--- src/hdl/mpbt_pkg.sv ---
package mpbt_pkg;

    localparam int MAX_WIDTH  = 256;
    localparam int MAX_HEIGHT = 256;

    localparam int COL_W = $clog2(MAX_WIDTH);
    localparam int ROW_W = $clog2(MAX_HEIGHT);
    localparam int WD_W  = $clog2(MAX_WIDTH + 1);
    localparam int HT_W  = $clog2(MAX_HEIGHT + 1);

    localparam int QDEPTH = 2;

    localparam logic [1:0] CFG_VTHR   = 2'd0;
    localparam logic [1:0] CFG_HTHR   = 2'd1;
    localparam logic [1:0] CFG_MARGIN = 2'd2;

    typedef struct packed {
        logic [8:0] vthr;
        logic [8:0] hthr;
        logic [7:0] margin;
    } t_cfg;

    typedef struct packed {
        logic                 wr;
        logic                 done;
        logic [ROW_W-1:0]     row;
        logic [MAX_WIDTH-1:0] data;
        logic                 found;
        logic [ROW_W-1:0]     first;
        logic [HT_W-1:0]      rows_valid;
        logic [11:0]          x;
        logic [11:0]          y;
        logic [WD_W-1:0]      w;
        logic [HT_W-1:0]      h;
    } t_cmd;

endpackage

--- src/hdl/mpbt_queue.sv ---
module mpbt_queue (
    input  logic           i_clk,
    input  logic           i_rst_n,
    input  logic           i_push,
    input  mpbt_pkg::t_cmd i_cmd,
    output logic           o_full,
    input  logic           i_pop,
    output logic           o_valid,
    output mpbt_pkg::t_cmd o_cmd
);
    import mpbt_pkg::*;

    localparam int PW = $clog2(QDEPTH);

    t_cmd            r_ent [QDEPTH];
    logic [PW-1:0]   r_wp, r_rp;
    logic [PW:0]     r_cnt;

    assign o_full  = r_cnt == (PW+1)'(QDEPTH);
    assign o_valid = r_cnt != '0;
    assign o_cmd   = r_ent[r_rp];

    always_ff @(posedge i_clk) begin
        if (i_push) begin
            r_ent[r_wp] <= i_cmd;
        end
    end

    always_ff @(posedge i_clk) begin
        if (!i_rst_n) begin
            r_wp  <= '0;
            r_rp  <= '0;
            r_cnt <= '0;
        end else begin
            if (i_push) begin
                r_wp <= (32'(r_wp) == QDEPTH - 1) ? '0 : r_wp + PW'(1);
            end
            if (i_pop) begin
                r_rp <= (32'(r_rp) == QDEPTH - 1) ? '0 : r_rp + PW'(1);
            end
            r_cnt <= r_cnt + (PW+1)'(i_push) - (PW+1)'(i_pop);
        end
    end

`ifndef SYNTHESIS
    a_no_push_full: assert property (@(posedge i_clk) disable iff (!i_rst_n)
        i_push |-> !o_full) else $error("push into full queue");
    a_no_pop_empty: assert property (@(posedge i_clk) disable iff (!i_rst_n)
        i_pop |-> o_valid) else $error("pop from empty queue");
    a_cnt_range: assert property (@(posedge i_clk) disable iff (!i_rst_n)
        32'(r_cnt) <= QDEPTH) else $error("queue count out of range");
`endif

endmodule

--- config.mk ---
export PLATFORM = sky130hd
export DESIGN_NAME = mpbt_queue
export DESIGN_NICKNAME = d
export VERILOG_FILES = /design/src/hdl/mpbt_pkg.sv /design/src/hdl/mpbt_queue.sv
export SDC_FILE = /design/constraint.sdc
export NUM_CORES = 1
export LEC_CHECK = 0
export ABC_AREA = 1
export BUFFER_PORTS_ARGS = -buffer_cell sky130_fd_sc_hd__buf_2
export CAP_MARGIN = 30
export CORE_ASPECT_RATIO = 0.7
export CORE_MARGIN = 10
export CORE_UTILIZATION = 44
export DETAILED_ROUTE_END_ITERATION = 7
export MAX_ROUTING_LAYER = met4
export PLACE_DENSITY_LB_ADDON = 0.2
export SLEW_MARGIN = 15
export SYNTH_ARGS = -nofsm -noshare
export SYNTH_HDL_FRONTEND = slang
export SYNTH_SLANG_ARGS = --single-unit
--- constraint.sdc ---
create_clock -name i_clk -period 22.6 [get_ports i_clk]
set_input_delay 4.52 -clock i_clk [delete_from_list [all_inputs] [get_ports i_clk]]
set_output_delay 4.52 -clock i_clk [all_outputs]
set_load 0.01 [all_outputs]
# ---- Word level (Yosys, flattened, before mapping)
# Memory sizes are Yosys's and may differ from the RTL's. A register that Yosys moved wholly into a read port is not among the register bits.
# Cells that the tools add are included.
dict set report totals {
  latchBits 0
  mem_count 1
  regBits 4
  mem_bits_ro 0
  mem_bits_rw 652
}
# memory words width read_ports rd_clocked_by_memory_dff write_ports line
set mem_list {}
lappend mem_list {r_ent 2 326 1 1 1 mpbt_queue.sv:15} ;# t_cmd r_ent [QDEPTH];
dict set report classes {
  n_reduce_logical 1
  n_addsub 4
  shifts 0
  n_div 0
  n_bitwise 0
  multipliers 0
  n_mux 6
  order_cmp 0
  n_eq_ne 1
}
# op count
set op_table {}
lappend op_table {{$mux W1} 6}
lappend op_table {{$add A1 B1 Y1 const B} 2}
lappend op_table {{$add A2 B1 Y2} 1}
lappend op_table {{$eq A2 B2 Y1 const B} 1}
lappend op_table {{$reduce_bool A2 Y1} 1}
lappend op_table {{$sub A2 B1 Y2} 1}

# ---- Depth between registers and ports, before layout
# Gate-level depths: netlist of run 1.
dict set report logic_depth {
  word_depth 4
  mapped_depth 9
}

# ---- Worst setup path before layout of run 1
# No wires, ideal clock.
dict set report synth_path {
  path_kind {input port to flip-flop}
  startpoint {input i_push}
  endpoint {memory r_ent[0][0] (netlist name), enable pin}
  path_buffers 0
  setup_slack_ps 3397
  stages 2
  t_arrival_ps 18174
  path_cell_list {inv_1 -> nor2_1}
}
dict set report synth_via {
  elab_chain_cells 2
}
# item line
set synth_lines {}
lappend synth_lines {{from (decl)} mpbt_queue.sv:4} ;# input logic i_push,
lappend synth_lines {{$mux W1} mpbt_queue.sv:24} ;# if (i_push) begin
lappend synth_lines {{$mux W1 (implied by the code)} mpbt_queue.sv:25} ;# r_ent[r_wp] <= i_cmd;
lappend synth_lines {{to (decl)} mpbt_queue.sv:15}
# Every way passes these cells.

==> results of run 1 <==
## where the power goes
group | total [mW] | switching (mW) | internal, mW
registers | 1.43 | 0.0188 | 1.41
clock network | 1.00 | 0.424 | 0.580
logic | 0.270 | 0.142 | 0.127
## worst max-delay path: cells and delay by family, from the launching register on
family | cells | cell delay [ns]
buffers and inverters | 5 | 1.60
muxes | 1 | 0.33
DFF | 1 | 0.93
## per-layer routing
metal  track usage [%]  up-vias  wire length (um)
met3             7.001       71              5575
li1                  -     5630                 -
met4             6.026        0              1258
met1             18.60     6049             21190
met5                 -        -                 0
met2             31.52      429             32360
## cells by family after synthesis
family / share of synthesized area [%]
flops: 81.04
simple gates: 0.2834
mux: 17.28
compound gates: 0.02059
buf+inv: 1.273
fa+ha+maj: 0.1030
## worst max-delay path by stage
| stage | endpoint | slack, ns | cells past startpoint | startpoint |
|---|---|---|---|---|
| finish | o_cmd[238] | 14.45 | 6 | register |
| global route | o_cmd[238] | 14.24 | 6 | register |
| CTS | o_cmd[16] | 14.16 | 5 | register |
| detailed placement | o_cmd[16] | 14.81 | 5 | register |
| global placement | o_cmd[16] | 14.64 | 4 | register |
| floorplan | r_ent[0][0] | 3.40 | 2 | i_push |
## through the flow
stage	total power [mW]	hold slack (ns)	util (%)	area, um^2
after floorplan	1.626	0.4635	-	24280
after global placement	1.723	0.4765	52.25	28320
after detailed placement	1.731	0.4941	52.36	28370
after CTS	2.739	0.5166	55.99	30340
after global routing	2.808	0.5393	56.36	30540
final	2.705	0.5080	56.36	30540
## flip-flops by register name, summed over array words and instances, names as in the netlist, named ones only
signal / count
r_rp: 1
r_cnt: 2
r_ent: 652
r_wp: 1
## placed cells by master (no fill, tap or decap)
cell and instances:
nor2_1 7, clkinv_2 15, ha_1 2, buf_12 1, clkinv_1 12, inv_6 1, a21oi_1 1, clkbuf_1 12
mux2_2 186, mux2_4 140, nor2_4 1, clkinvlp_4 2, buf_16 7, nand2_1 9, inv_1 6, dfxtp_4 1
clkbuf_16 63, dfxtp_1 4, buf_4 10, inv_8 2, nand3_1 1, clkbuf_8 1, edfxtp_1 652, bufinv_16 6
buf_2 657, diode_2 25
## synth_stat cells, drive strengths merged
cell | count | area share, %
ha | 2 | 0.10
a21oi | 1 | 0.021
dfxtp | 5 | 0.41
inv | 7 | 0.11
buf | 36 | 1.2
edfxtp | 652 | 81
mux2 | 326 | 17
nand2 | 9 | 0.14
nor2 | 8 | 0.12
nand3 | 1 | 0.021
## layout make-up
class / count / area (um^2) / area share, %
Clock inverter: 37 / 335.3 / 1.098
Clock buffer: 76 / 1635 / 5.354
Tap cell: 730 / 913.4 / 2.991
Sequential cell: 657 / 19680 / 64.44
Timing Repair Buffer: 675 / 3576 / 11.71
Inverter: 7 / 33.78 / 0.1106
Multi-Input combinational cell: 347 / 4303 / 14.09
Antenna cell: 25 / 62.56 / 0.2048
==> results.json, run 1 <==
{
  "max_cap_viol_count": 0,
  "drcViolationCount": 0,
  "antenna_left": 0,
  "cts_root_buf": "clkbuf_16",
  "port-buffer-count": 657,
  "rsz0062_at_grt": "no",
  "path_class": "reg -> out",
  "dp_cells": 2411,
  "drtIter0Drc": 882,
  "grt_overflow_total": 0,
  "fin_ws_ns": 14.45,
  "vias": 12180,
  "wl_um": 60390,
  "dp_slack_ns": 14.81,
  "routabilityCongestion": 0.7997,
  "drive_gt1_share_pct": 60.76,
  "route.detailed.wl_per_inst_um": 23.64,
  "ios": 658,
  "path_clk_slew_ns": 0.06,
  "grt_pass1_vias": 13190,
  "insertion_delay_ns": 0.60,
  "cts_resized": 0,
  "vdd_drop_max_v": 0.00005920,
  "worst-path-max-fanout": 66,
  "fin_nets": 2081,
  "relSlewSlack_pct": 30.72,
  "drv_slew": 0,
  "r2r_cells": 5,
  "ys_seq_area_share_pct": 81.04,
  "hp-start": "r_rp",
  "first_pass_iters": 4,
  "area_growth_pct": 25.77,
  "crit_path_start_kind": "register",
  "critPathMaxStageDelay_ns": 0.93,
  "die_h_um": 216.6,
  "die_w_um": 300.8,
  "initial_core_util_pct": 44.81,
  "rows": 71,
  "fin_cells": 2554,
  "ys_seq_elements": 657,
  "grt_max_degree": 135,
  "grt_pass1_wl_um": 85520,
  "cts_buffer_depth": 3,
  "dp_hpwl_um": 44020,
  "synth_cell_type_count": 13,
  "cp-end-kind": "output pin",
  "cts_num_sinks": 657,
  "worst_ep_required_time_ns": 18.08,
  "cellLeakagePower_nw": 11.71,
  "min_period_ns": 8.155,
  "gr-usage-all-layers_pct": 18.12,
  "yosysWarnings": 0,
  "crit_arrival_ns": 3.63,
  "grt_antenna_before_repair": 26,
  "clock_skew_ns": 0.01314,
  "htreeDepth": 2,
  "avgSynthCellArea_um2": 23.19,
  "crit_chain": "buf_4 -> buf_16 -> buf_4 -> buf_16 -> mux2_4 -> buf_2",
  "whs_path_depth": 2,
  "syn-num-nets": 1379,
  "setup_tns_ns": 0,
  "synthCells": 1047,
  "cpMaxStageDelayCell": "dfxtp_4",
  "hold_viol": 0,
  "num-fill-cells": 4261,
  "cts_buffers": 61,
  "period_share_pct": 36.08,
  "cts_hold_buf": 0,
  "core_um2": 54190,
  "fmax_mhz": 122.6,
  "timing.rr.start": "r_wp",
  "cts_tree": "built",
  "status": "finished, final reports clean",
  "avgViaCountPerCell": 4.769,
  "powerDensity_nw_per_um2": 88.56,
  "syn_area_um2": 24280,
  "die-area_um2": 65140,
  "hp-class": "reg -> reg",
  "r2r_slack_ns": 19.61,
  "finalSetupViolations": 0,
  "worstMarginPinSlew_ns": 1.039,
  "cts_setup_buffers": 0,
  "reg2reg_to": "r_ent[0][214]"
}
Power figures use the tool's default switching activity.
==> run 2, diff against run 1 <==
==> constraint.sdc (replaced) <==
create_clock -name i_clk -period 7.5 [get_ports i_clk]
set_input_delay 1.5 -clock i_clk [delete_from_list [all_inputs] [get_ports i_clk]]
set_output_delay 1.5 -clock i_clk [all_outputs]
set_load 0.01 [all_outputs]
==> results.json, run 2 (synthesis results as in run 1) <==
{
  "dp_hpwl_um": 41970,
  "hp-start": "r_rp",
  "cpMaxStageDelayCell": "dfxtp_4",
  "p_switching_mw": 1.764,
  "dr.max_layer_used": "met4",
  "avgViaCountPerCell": 4.799,
  "regArea_um2": 19680,
  "fin_ws_ns": 3.108,
  "clock_skew_ns": 0.01404,
  "whs_ns": 0.5182,
  "worst-path-max-fanout": 122,
  "worstMarginPinSlew_ns": 1.242,
  "wl_um": 59180,
  "area_growth_pct": 24.48,
  "die-area_um2": 65140,
  "whs_path_depth": 2,
  "p_comb_share_pct": 10.2,
  "rsz0062_at_grt": "no",
  "r2r_slack_ns": 5.61,
  "fin_cells": 2543,
  "fmax_mhz": 227.7,
  "met3_length_um": 4810,
  "port-buffer-count": 657,
  "fin_util_pct": 55.78,
  "rows": 71,
  "path_clk_slew_ns": 0.06,
  "cts_hold_buf": 0,
  "cellLeakagePower_nw": 11.54,
  "hold_viol": 0,
  "antenna_left": 0,
  "powerDensity_nw_per_um2": 262.2,
  "initial_core_util_pct": 44.81,
  "insertion_delay_ns": 0.60,
  "cts_root_buf": "clkbuf_16",
  "cp-end-kind": "output pin",
  "first_pass_iters": 4,
  "routabilityCongestion": 0.8192,
  "layout_commonest_cell": "buf_2",
  "drv_slew": 0,
  "critPathMaxStageDelay_ns": 0.56,
  "grt_antenna_before_repair": 22,
  "crit_arrival_ns": 2.89,
  "worst_ep_required_time_ns": 6.00,
  "final_cell_mix": "657 x buf_2, 652 x edfxtp_1, 186 x mux2_2",
  "grt_overflow_total": 0,
  "clock_power_share_pct": 35.4,
  "max_cap_viol_count": 0,
  "grt_max_degree": 170,
  "cts_buffers": 60,
  "grt_pass1_vias": 13150,
  "grt_pass1_wl_um": 84280,
  "core_um2": 54190,
  "relSlewSlack_pct": 17.21,
  "path_class": "reg -> out",
  "top_regs": "r_ent: 652 flops, r_cnt: 2 flops",
  "ios": 658,
  "cts_tree": "built",
  "top_register": "r_ent",
  "cts_setup_buffers": 0,
  "dp_cells": 2405,
  "largest_reg_flops": 652,
  "die_h_um": 216.6,
  "dp_slack_ns": 3.740,
  "gr-usage-all-layers_pct": 17.80,
  "cts_resized": 0,
  "vias": 12210,
  "drcViolationCount": 0,
  "finalSetupViolations": 0,
  "swShare_pct": 22.26,
  "dr_wl_met2_um": 32170,
  "fin_nets": 2069,
  "hp-class": "reg -> reg",
  "htreeDepth": 2,
  "status": "finished, final reports clean",
  "die_w_um": 300.8,
  "crit_chain": "buf_16 -> buf_12 -> mux2_4 -> buf_2",
  "vdd_drop_max_v": 0.0001705,
  "timing.rr.start": "r_wp",
  "num-fill-cells": 4287,
  "drtIter0Drc": 832,
  "p_int_mw": 6.161,
  "setup_tns_ns": 0,
  "cts_buffer_depth": 3,
  "multi_input_area_um2": 4303,
  "crit_path_start_kind": "register",
  "cts_num_sinks": 657,
  "pwr-share-seq_pct": 54.3,
  "drt-met1-wl_um": 21180,
  "min_period_ns": 4.392,
  "route.detailed.wl_per_inst_um": 23.27,
  "drive_gt1_share_pct": 60.31,
  "reg2reg_to": "r_ent[1][186]",
  "r2r_cells": 3,
  "period_share_pct": 58.56
}
## run 2: area by class of cell
class	instances	area share, %
well taps	730	3.022
repair buffers	664	11.37
clock inverters	42	0.7782
multi-input cells	347	14.23
flip-flops and latches	657	65.11
clock buffers	72	5.186
diodes	24	0.1987
inverters	7	0.09934
## run 2: worst max-delay path by stage
stage | cells after the start | start | to
final | 4 | register | o_cmd[184]
after detailed placement | 4 | register | o_cmd[46]
after floorplan | 2 | i_push | r_ent[1][0]
after global routing | 4 | register | o_cmd[247]
after CTS | 4 | register | o_cmd[46]
after global placement | 3 | register | o_cmd[46]
## run 2: power groups by stage
stage / Clock [mW] / Sequential, mW / Combinational, mW
6_report: 2.81 / 4.31 / 0.811
4_1_cts: 2.89 / 4.31 / 0.828
5_1_grt: 3.05 / 4.32 / 0.868
3_3_place_gp: 0 / 4.39 / 0.804
3_5_place_dp: 0 / 4.39 / 0.826
2_1_floorplan: 0 / 4.40 / 0.454
## run 2: per-stage QoR
| step | area [um^2] | power (mW) |
|---|---|---|
| floorplan | 24290 | 4.850 |
| global placement | 28340 | 5.189 |
| detailed placement | 28360 | 5.212 |
| CTS | 30170 | 8.030 |
| global route | 30220 | 8.237 |
| finish | 30230 | 7.926 |
## run 2: per-layer routing
layer,track usage [%],vias to the layer above
met5,-,-
met4,4.934,0
met3,6.035,63
met2,31.92,398
met1,18.36,6136
li1,-,5608
## run 2: critical path: cells and delay by family, from the launching register on
| family | cells | cell delay (ns) |
|---|---|---|
| buf+inv | 3 | 0.92 |
| flops | 1 | 0.56 |
| mux | 1 | 0.37 |
